### src/sv/ipdac_pkg.sv
// Package for the incremental PD accelerator controller: fixed-point format,
// configuration register indexes, mode and step-action codes.
// No dependencies.
package ipdac_pkg;

  // Fixed-point format of every value: signed, FRAC_BITS fractional bits.
  localparam int unsigned FRAC_BITS = 8;
  localparam int unsigned DATA_W    = 16;

  // Width of the configuration write port.
  localparam int unsigned CFG_ADDR_W = 3;
  localparam int unsigned CFG_DATA_W = 16;

  // Register indexes on the configuration port.
  localparam logic [CFG_ADDR_W-1:0] CFG_CONTROL_MODE   = 3'd0;
  localparam logic [CFG_ADDR_W-1:0] CFG_P_GAIN         = 3'd1;
  localparam logic [CFG_ADDR_W-1:0] CFG_D_GAIN_OVER_DT = 3'd2;
  localparam logic [CFG_ADDR_W-1:0] CFG_REGULAR_POS    = 3'd3;
  localparam logic [CFG_ADDR_W-1:0] CFG_MAX_POS        = 3'd4;

  // Control modes. The unused code behaves as fixed mode.
  localparam logic [1:0] MODE_FIXED    = 2'd0;
  localparam logic [1:0] MODE_PD       = 2'd1;
  localparam logic [1:0] MODE_STEP     = 2'd2;
  localparam logic [1:0] MODE_RESERVED = 2'd3;

  // Step actions.
  localparam logic [1:0] ACT_KEEP     = 2'd0;
  localparam logic [1:0] ACT_INCREASE = 2'd1;
  localparam logic [1:0] ACT_DECREASE = 2'd2;
  localparam logic [1:0] ACT_FAILURE  = 2'd3;

  // Step size of 0.1, rounded to the nearest code.
  localparam int unsigned STEP_TENTH = ((1 << FRAC_BITS) + 5) / 10;

  // Reset value of the upper clamp: the largest positive code.
  localparam logic signed [DATA_W-1:0] MAX_POS_RESET = {1'b0, {(DATA_W-1){1'b1}}};

endpackage

### src/sv/incremental_pd_accel_controller_core.sv
// Top level of the incremental PD accelerator controller.
// Depends on ipdac_pkg for the number format, register indexes and codes.
//
// Usage:
//   Input words (velocity_error_i, step_action_i, enter_flag_i) arrive on a
//   valid/ready channel and are taken at a clock edge where in_valid_i and
//   in_ready_o are both high. Every input word produces exactly one result
//   word, accel_command_o, on the out_valid_o/out_ready_i channel.
//   The input word is first captured in an input register. Once the result
//   register is free it is processed in one pass (two parallel multiplies,
//   rounding, the accumulator add and the clamp) and lands in the result
//   register, where it is shown. There are two register stages, and one word
//   per cycle is sustained while out_ready_i stays high; the accumulator
//   and error history are updated in the same cycle as the result register,
//   so the next word sees them at once.
//   When the receiver stalls, the result register holds its word and the
//   input register can still take one more word; only when both are full
//   does in_ready_o drop. No word is lost or repeated.
//   Configuration is written over cfg_we_i/cfg_addr_i/cfg_wdata_i without a
//   handshake; the user must write it only while the block is idle (not enforced).
//   Reset clears both valid flags, the accumulator, the error history and the
//   configuration registers (the maximum position resets to the largest code).
module incremental_pd_accel_controller_core (
  input  logic                                   clk_i,
  input  logic                                   rst_ni,
  // Configuration write port
  input  logic                                   cfg_we_i,
  input  logic [ipdac_pkg::CFG_ADDR_W-1:0]       cfg_addr_i,
  input  logic [ipdac_pkg::CFG_DATA_W-1:0]       cfg_wdata_i,
  // Input channel
  input  logic                                   in_valid_i,
  output logic                                   in_ready_o,
  input  logic signed [ipdac_pkg::DATA_W-1:0]    velocity_error_i,
  input  logic [1:0]                             step_action_i,
  input  logic                                   enter_flag_i,
  // Output channel
  output logic                                   out_valid_o,
  input  logic                                   out_ready_i,
  output logic signed [ipdac_pkg::DATA_W-1:0]    accel_command_o
);
  import ipdac_pkg::*;

  // Widths of the PD datapath.
  localparam int unsigned D1_W   = DATA_W + 1;    // e0 - e1
  localparam int unsigned D2_W   = DATA_W + 2;    // e0 - 2*e1 + e2
  localparam int unsigned PP_W   = DATA_W + D1_W; // P product
  localparam int unsigned DP_W   = DATA_W + D2_W; // D product
  localparam int unsigned SUM_W  = DP_W + 1;      // sum of both products
  localparam int unsigned ACC_W  = SUM_W + 1;     // accumulator plus increment

  localparam logic signed [SUM_W-1:0] PD_HALF = SUM_W'(1) <<< (FRAC_BITS - 1);
  localparam logic signed [ACC_W-1:0] STEP_W  = ACC_W'(STEP_TENTH);

  // Configuration registers.
  logic [1:0]                control_mode_q;
  logic signed [DATA_W-1:0]  p_gain_q;
  logic signed [DATA_W-1:0]  d_gain_over_dt_q;
  logic signed [DATA_W-1:0]  regular_pos_q;
  logic signed [DATA_W-1:0]  max_pos_q;

  always_ff @(posedge clk_i or negedge rst_ni) begin
    if (!rst_ni) begin
      control_mode_q   <= MODE_FIXED;
      p_gain_q         <= '0;
      d_gain_over_dt_q <= '0;
      regular_pos_q    <= '0;
      max_pos_q        <= MAX_POS_RESET;
    end else if (cfg_we_i) begin
      unique case (cfg_addr_i)
        CFG_CONTROL_MODE:   control_mode_q   <= cfg_wdata_i[1:0];
        CFG_P_GAIN:         p_gain_q         <= cfg_wdata_i;
        CFG_D_GAIN_OVER_DT: d_gain_over_dt_q <= cfg_wdata_i;
        CFG_REGULAR_POS:    regular_pos_q    <= cfg_wdata_i;
        CFG_MAX_POS:        max_pos_q        <= cfg_wdata_i;
        default: ;
      endcase
    end
  end

  // Input register and pipeline flow control.
  logic                      s1_valid_q;
  logic signed [DATA_W-1:0]  s1_error_q;
  logic [1:0]                s1_action_q;
  logic                      s1_enter_q;
  logic                      out_valid_q;
  logic signed [DATA_W-1:0]  cmd_q;
  logic signed [DATA_W-1:0]  cmd_d;
  logic                      s1_adv;
  logic                      in_fire;

  // The result register frees up when empty or when its word is taken.
  assign s1_adv     = !out_valid_q || out_ready_i;
  assign in_ready_o = !s1_valid_q || s1_adv;
  assign in_fire    = in_valid_i && in_ready_o;

  always_ff @(posedge clk_i or negedge rst_ni) begin
    if (!rst_ni) begin
      s1_valid_q <= 1'b0;
    end else if (in_ready_o) begin
      s1_valid_q <= in_valid_i;
    end
  end

  always_ff @(posedge clk_i) begin
    if (in_fire) begin
      s1_error_q  <= velocity_error_i;
      s1_action_q <= step_action_i;
      s1_enter_q  <= enter_flag_i;
    end
  end

  // Controller state.
  logic signed [DATA_W-1:0]  acc_q, acc_d;
  logic signed [DATA_W-1:0]  prev_error_q;
  logic signed [DATA_W-1:0]  prev_prev_error_q;
  logic                      proc;

  assign proc = s1_valid_q && s1_adv;

  // PD increment: P*(e0-e1) + (D/dt)*(e0-2*e1+e2), rounded half up.
  logic signed [D1_W-1:0]   d1;
  logic signed [D2_W-1:0]   d2;
  logic signed [PP_W-1:0]   p_prod;
  logic signed [DP_W-1:0]   d_prod;
  logic signed [SUM_W-1:0]  pd_sum;
  logic signed [SUM_W-1:0]  pd_inc;

  assign d1     = D1_W'(s1_error_q) - D1_W'(prev_error_q);
  assign d2     = D2_W'(s1_error_q) - (D2_W'(prev_error_q) <<< 1) + D2_W'(prev_prev_error_q);
  assign p_prod = PP_W'(p_gain_q) * PP_W'(d1);
  assign d_prod = DP_W'(d_gain_over_dt_q) * DP_W'(d2);
  assign pd_sum = SUM_W'(p_prod) + SUM_W'(d_prod) + PD_HALF;
  assign pd_inc = pd_sum >>> FRAC_BITS;

  // Accumulator update and clamp.
  logic signed [DATA_W-1:0] acc_base;
  logic signed [ACC_W-1:0]  acc_sum;
  logic signed [ACC_W-1:0]  lo_clamped;
  logic signed [ACC_W-1:0]  clamped;
  logic                     mode_active;

  assign acc_base    = s1_enter_q ? regular_pos_q : acc_q;
  assign mode_active = (control_mode_q == MODE_PD) || (control_mode_q == MODE_STEP);

  always_comb begin
    acc_sum = ACC_W'(acc_base);
    if (control_mode_q == MODE_PD) begin
      acc_sum = ACC_W'(acc_base) + ACC_W'(pd_inc);
    end else begin
      unique case (s1_action_q)
        ACT_KEEP:     acc_sum = ACC_W'(acc_base);
        ACT_INCREASE: acc_sum = ACC_W'(acc_base) + STEP_W;
        ACT_DECREASE: acc_sum = ACC_W'(acc_base) - STEP_W;
        ACT_FAILURE:  acc_sum = ACC_W'(acc_base) + ACC_W'(regular_pos_q);
        default:      acc_sum = ACC_W'(acc_base);
      endcase
    end
  end

  // Lower clamp first, then upper, so the maximum wins if the two cross.
  assign lo_clamped = (acc_sum < ACC_W'(regular_pos_q)) ? ACC_W'(regular_pos_q) : acc_sum;
  assign clamped    = (lo_clamped > ACC_W'(max_pos_q)) ? ACC_W'(max_pos_q) : lo_clamped;

  always_comb begin
    if (mode_active) begin
      acc_d = DATA_W'(clamped);
      cmd_d = DATA_W'(clamped);
    end else begin
      acc_d = acc_base;
      cmd_d = regular_pos_q;
    end
  end

  always_ff @(posedge clk_i or negedge rst_ni) begin
    if (!rst_ni) begin
      acc_q             <= '0;
      prev_error_q      <= '0;
      prev_prev_error_q <= '0;
    end else if (proc) begin
      acc_q             <= acc_d;
      prev_error_q      <= s1_error_q;
      prev_prev_error_q <= prev_error_q;
    end
  end

  // Result register.
  always_ff @(posedge clk_i or negedge rst_ni) begin
    if (!rst_ni) begin
      out_valid_q <= 1'b0;
    end else if (s1_adv) begin
      out_valid_q <= s1_valid_q;
    end
  end

  always_ff @(posedge clk_i) begin
    if (proc) begin
      cmd_q <= cmd_d;
    end
  end

  assign out_valid_o     = out_valid_q;
  assign accel_command_o = cmd_q;

  // Checks on the pipeline and datapath.
  a_s1_holds_when_blocked: assert property (@(posedge clk_i) disable iff (!rst_ni)
    (s1_valid_q && !s1_adv) |=> s1_valid_q)
    else $error("input register lost a word while the result register was full");

  a_ready_when_empty: assert property (@(posedge clk_i) disable iff (!rst_ni)
    !s1_valid_q |-> in_ready_o)
    else $error("input register empty but not ready");

  a_history_shift: assert property (@(posedge clk_i) disable iff (!rst_ni)
    proc |=> (prev_error_q == $past(s1_error_q)) && (prev_prev_error_q == $past(prev_error_q)))
    else $error("error history did not shift with a processed word");

  a_fixed_cmd: assert property (@(posedge clk_i) disable iff (!rst_ni)
    (proc && !mode_active) |=> (cmd_q == $past(regular_pos_q)))
    else $error("fixed mode result is not the regular position");

  a_clamp_range: assert property (@(posedge clk_i) disable iff (!rst_ni)
    (proc && mode_active && (regular_pos_q <= max_pos_q)) |=>
      ((cmd_q >= $past(regular_pos_q)) && (cmd_q <= $past(max_pos_q)) && (acc_q == cmd_q)))
    else $error("active mode result outside the clamp range");

endmodule

### config.mk
export PLATFORM = sky130hd
export DESIGN_NAME = incremental_pd_accel_controller_core
export DESIGN_NICKNAME = d
export VERILOG_FILES = /design/src/sv/ipdac_pkg.sv /design/src/sv/incremental_pd_accel_controller_core.sv
export SDC_FILE = /design/constraint.sdc
export NUM_CORES = 2
export LEC_CHECK = 0
export ABC_CLOCK_PERIOD_IN_PS = 44300
export BUFFER_PORTS_ARGS = -buffer_cell sky130_fd_sc_hd__buf_2
export CAP_MARGIN = 15
export CORE_AREA = 2 2 236 238
export DETAILED_ROUTE_END_ITERATION = 16
export DIE_AREA = 0 0 238 240
export GPL_ROUTABILITY_DRIVEN = 1
export PLACE_DENSITY = 0.93
export SYNTH_ARGS = -nofsm -noshare
export SYNTH_HDL_FRONTEND = slang
export SYNTH_SLANG_ARGS = --single-unit
### constraint.sdc
create_clock -name clk_i -period 44.3 [get_ports clk_i]
set_clock_uncertainty 0.1 [all_clocks]
set_input_delay 13.29 -clock clk_i [delete_from_list [all_inputs] [get_ports clk_i]]
set_output_delay 13.29 -clock clk_i [all_outputs]
set_load 0.01 [all_outputs]
Word level (Yosys, flattened, before mapping)
Index checks and enable logic that the tools add are counted.
{"block": "word_totals", "elab_cells": 57, "register_bits": 151}
{"block": "op_classes", "multipliers": 2, "n_lt_le_gt_ge": 2, "reduce_logical": 14, "n_addsub": 9, "eq_ne": 9, "n_mux": 7}
{"operator": "$pmux W36 S4", "count": 1}
{"operator": "$mux W36", "count": 2}
{"operator": "$mux W16", "count": 4}
{"operator": "$gt A36 B16 Y1", "count": 1}
{"operator": "$lt A36 B16 Y1", "count": 1}
{"operator": "$add A33 B34 Y35", "count": 1}
{"operator": "$add A35 B9 Y35 const B", "count": 1}
{"operator": "$mul A16 B18 Y34", "count": 1}
{"operator": "$mul A16 B17 Y33", "count": 1}
{"operator": "$add A16 B27 Y28", "count": 1}
{"operator": "$add A18 B16 Y18", "count": 1}
{"operator": "$sub A16 B17 Y18", "count": 1}
{"operator": "$add A16 B16 Y17", "count": 1}
{"operator": "$add A16 B6 Y17 const B", "count": 1}
{"operator": "$sub A16 B16 Y17", "count": 1}
{"operator": "$sub A16 B6 Y17 const B", "count": 1}
{"operator": "$reduce_and A2 Y1", "count": 5}
{"operator": "$eq A2 B2 Y1 const B", "count": 3}
{"operator": "$eq A3 B2 Y1 const B", "count": 2}
{"operator": "$eq A2 B1 Y1 const B", "count": 2}
{"operator": "$eq A3 B1 Y1 const B", "count": 1}
{"operator": "$eq A3 B3 Y1 const B", "count": 1}
{"operator": "$logic_not A3 Y1", "count": 1}
{"operator": "$logic_or A1 B1 Y1", "count": 3}
{"operator": "other kinds (3)", "count": 5}

Logic depth before layout (Yosys ltp)
{"block": "depth", "depth_word": 12, "mapped_depth": 70, "depth_no_buf": 66}

Least setup slack after synthesis
No wires, ideal clock.
{"block": "synth_path", "kind": "input -> output", "from": "input out_ready_i", "to": "output in_ready_o", "path_slack_ns": 17.411, "path_buffers": 0, "cell_stages": 1, "arrival_ns": 13.499, "cell_sequence": "nand3b_1"}
{"block": "synth_between", "elab_chain_cells": 2}
{"item": "from (decl)", "line": "incremental_pd_accel_controller_core.sv:38", "text": "input logic out_ready_i,"}
{"item": "$logic_or A1 B1 Y1", "line": "incremental_pd_accel_controller_core.sv:92", "text": "assign s1_adv = !out_valid_q || out_ready_i;"}
{"item": "$logic_or A1 B1 Y1", "line": "incremental_pd_accel_controller_core.sv:93", "text": "assign in_ready_o = !s1_valid_q || s1_adv;"}
{"item": "to (decl)", "line": "incremental_pd_accel_controller_core.sv:32", "text": "output logic in_ready_o,"}
Every way passes these cells.

Worst setup path in the final report
Same ends and word-level chain as after synthesis.

==> impl_metrics.toml <==
[worst_setup_path]
arrival_ns = 13.72
critPathKind = "primary input to output port"
path_cells = "buf_2 -> nand3b_1 -> buf_2"
path_buf_inv = 2
path_max_fanout = 3
crit_slowest_cell = "nand3b_1"
crit_family = "buffers and inverters"
worstSetupStartpointType = "primary input"
crit_path_end_kind = "output port"
critical_path.max_stage_delay_ns = 0.17
cp_data_required_time_ns = 30.91
crit_top_cell = "buf_2"
r2r_setup_slack_ns = 25.77

[clock_network]
clock_path_buffers = 2
clk_latency_ns = 0.46
cts_root_buf = "clkbuf_16"
cts_setup_buffers = 0
clk_pin_slew_ns = 0.07
ctsResizeCount = 0
numCtsBuffers = 17
cts_tree = "yes"
postCtsHoldBufs = 0
htreeDepth = 4
cts.sinks = 151

[cells_and_area]
layout-drive-gt1-share_pct = 6.37
area_growth_pct = 4.27
nFillCells = 3822
diodes = 0
layout.nets = 4860
stdcell_count = 4580

[timing]
fin_hold_ws_ns = 0.385
finalSetupTns_ns = 0
maxSlewViolCount = 0
min_period_ns = 27.11
worst_pin_slew_ns = 1.28
max_freq_ghz = 0.0369
hold_viol = 0
relSlewSlack_pct = 14.0
period_share_pct = 61.2
rsz0062_at_grt = "false"
setup_viol = 0

[die]
rows = 86
initial_core_util_pct = 64.5
ios = 61
dieArea_mm2 = 0.0571
die_h_um = 240
fp.coreArea_mm2 = 0.0547
die_w_um = 238

[synthesis]
yosys.area_share.xor_xnor_pct = 2.46
synth_area_mm2 = 0.0352
synth_mux_area_share_pct = 2.06
yosys.area_share.simple_pct = 15.0
synthArstFlopShare_pct = 76.8
synth_nets = 4909
synth.distinct_cells = 89
synth.yosys.seq_area_share_pct = 11.3
yosys.area_share.adder_pct = 47.5
synth_top_family_by_area = "adder cells"
synth-edff-count = 35
ys_top_cells_by_area = "fa_1 36%, ha_1 11%, inv_1 8.8%"
synth_compound_area_share_pct = 11.1
postSynthCellCount = 3912
yosys_register_bits = 151
synth_area_per_cell_um2 = 9.01
synth_flop_cell = "dfrtp_1"
ys_warn_count = 0
synth_top_area_share_pct = 36.2
synth_top_area_cell = "fa_1"

[flow_run]
max-cap-violations = 0

[routing]
totalWireLength_um = 101000
wl_per_cell_um = 22.0
ant_nets = 0
first_iter_violations = 3435
routed-via-count = 29300
drt-pass1-iter-count = 9
via_per_inst = 6.39
post-route-drc-count = 0

[grt]
grt_max_degree = 78
grt_overflow = 0
track_usage_pct = 36.8
antenna_found_initial = 2
grt_pass1_vias = 31500
grt_first_pass_wirelength_um = 163000

[outcome]
outcome = "finished clean"

[worst_hold_path]
hold_path.class = "flop to flop"

[placement]
hpwl_um = 79200
place.gp.congestion = 0.983
portBuffers = 60
numPlacedInstances = 4548
[cells by family after synthesis]
family,Yosys count
AND/OR/NAND/NOR,1069
flip-flops,151
multiplexers,65
adder cells (fa/ha/maj),954
XOR/XNOR,99
AO/OA/AOI/OAI,587
buffers and inverters,987
[cell type report]
cell class / instances / area (um^2) / area share (%)
clock buffers: 17 / 425 / 1.16
clock inverters: 15 / 190 / 0.517
inverters: 827 / 3110 / 8.45
multi-input cells: 2774 / 27600 / 75.2
flip-flops and latches: 151 / 3970 / 10.8
well taps: 704 / 881 / 2.40
repair buffers: 92 / 543 / 1.48
[layer usage]
layer	wire, um	track usage, %
met3	13100	10.8
met2	46100	59.5
met4	7200	21.3
met5	11	0
met1	34200	44.1
[worst paths after layout]
check,start,endpoint,cells after the start
setup / recovery,out_ready_i,in_ready_o,3
hold / removal,acc_q[3],acc_q[3],2
setup reg to reg,s1_error_q[5],accel_command_o[5],62
hold reg to reg,acc_q[3],acc_q[3],2
max in group asynchronous,rst_ni,d_gain_over_dt_q[2],2
min in group asynchronous,rst_ni,regular_pos_q[15],1
[tightest hold or removal path, stage by stage (launching register included)]
cell	delay, ns
dfrtp_1	0.34
nand2_1	0.04
o21ai_0	0.06
[Yosys cell counts, types with 16 or more instances]
cell	n
and2_1	182
nor2b_1	56
a21oi_1	114
nor3_1	40
o21a_1	27
clkbuf_1	142
a211oi_1	25
nor2_1	129
inv_1	824
xnor2_1	70
nand3_1	90
ha_1	316
mux2_2	51
nand2_1	409
edfxtp_1	35
fa_1	638
and3_1	24
o31ai_1	16
a21o_1	55
xor2_1	29
a31oi_1	33
o21ai_0	150
nand2b_1	46
dfrtp_1	101
[metrics by stage]
stage | setup WS, ns | utilization [%] | area [um^2]
4_1_cts | 17.19 | 67.2 | 36700
6_report | 17.19 | 67.2 | 36800
3_5_place_dp | 17.19 | 66.1 | 36100
2_1_floorplan | 17.41 | - | 35200
5_1_grt | 17.15 | 67.2 | 36800
3_3_place_gp | 17.18 | 66.1 | 36100
[layout by cell type (no fill, tap or decap), drive strengths merged, types with 8 or more instances in the layout]
cell     netlist  routed
o211ai        13      13
nor2b         56      56
ha           316     316
or3           15      15
nand3         90      90
edfxtp        35      35
xnor2         70      70
a31o          13      13
dfrtp        101     101
a311o         10      10
a2111oi       10      10
nor2         129     129
and4b         15      15
o21ai        157     157
fa           638     638
o31ai         17      17
a21o          55      55
mux2i         14      14
a211o          8       8
and2         184     184
a311oi        13      13
a211oi        26      26
and3          24      24
dfstp         15      15
clkbuf       142      17
nand4         15      15
a21oi        114     114
nand2b        46      46
o21a          27      27
a31oi         34      34
buf           18      92
nor4           8       8
xor2          29      29
or2           11      11
a221oi        13      13
nor3          42      42
nand2        409     409
inv          826     835
mux2          51      51
Power is left out: the tool's default activity adds up to more than one toggle a clock period on the data nets, which glitch-free logic cannot reach.
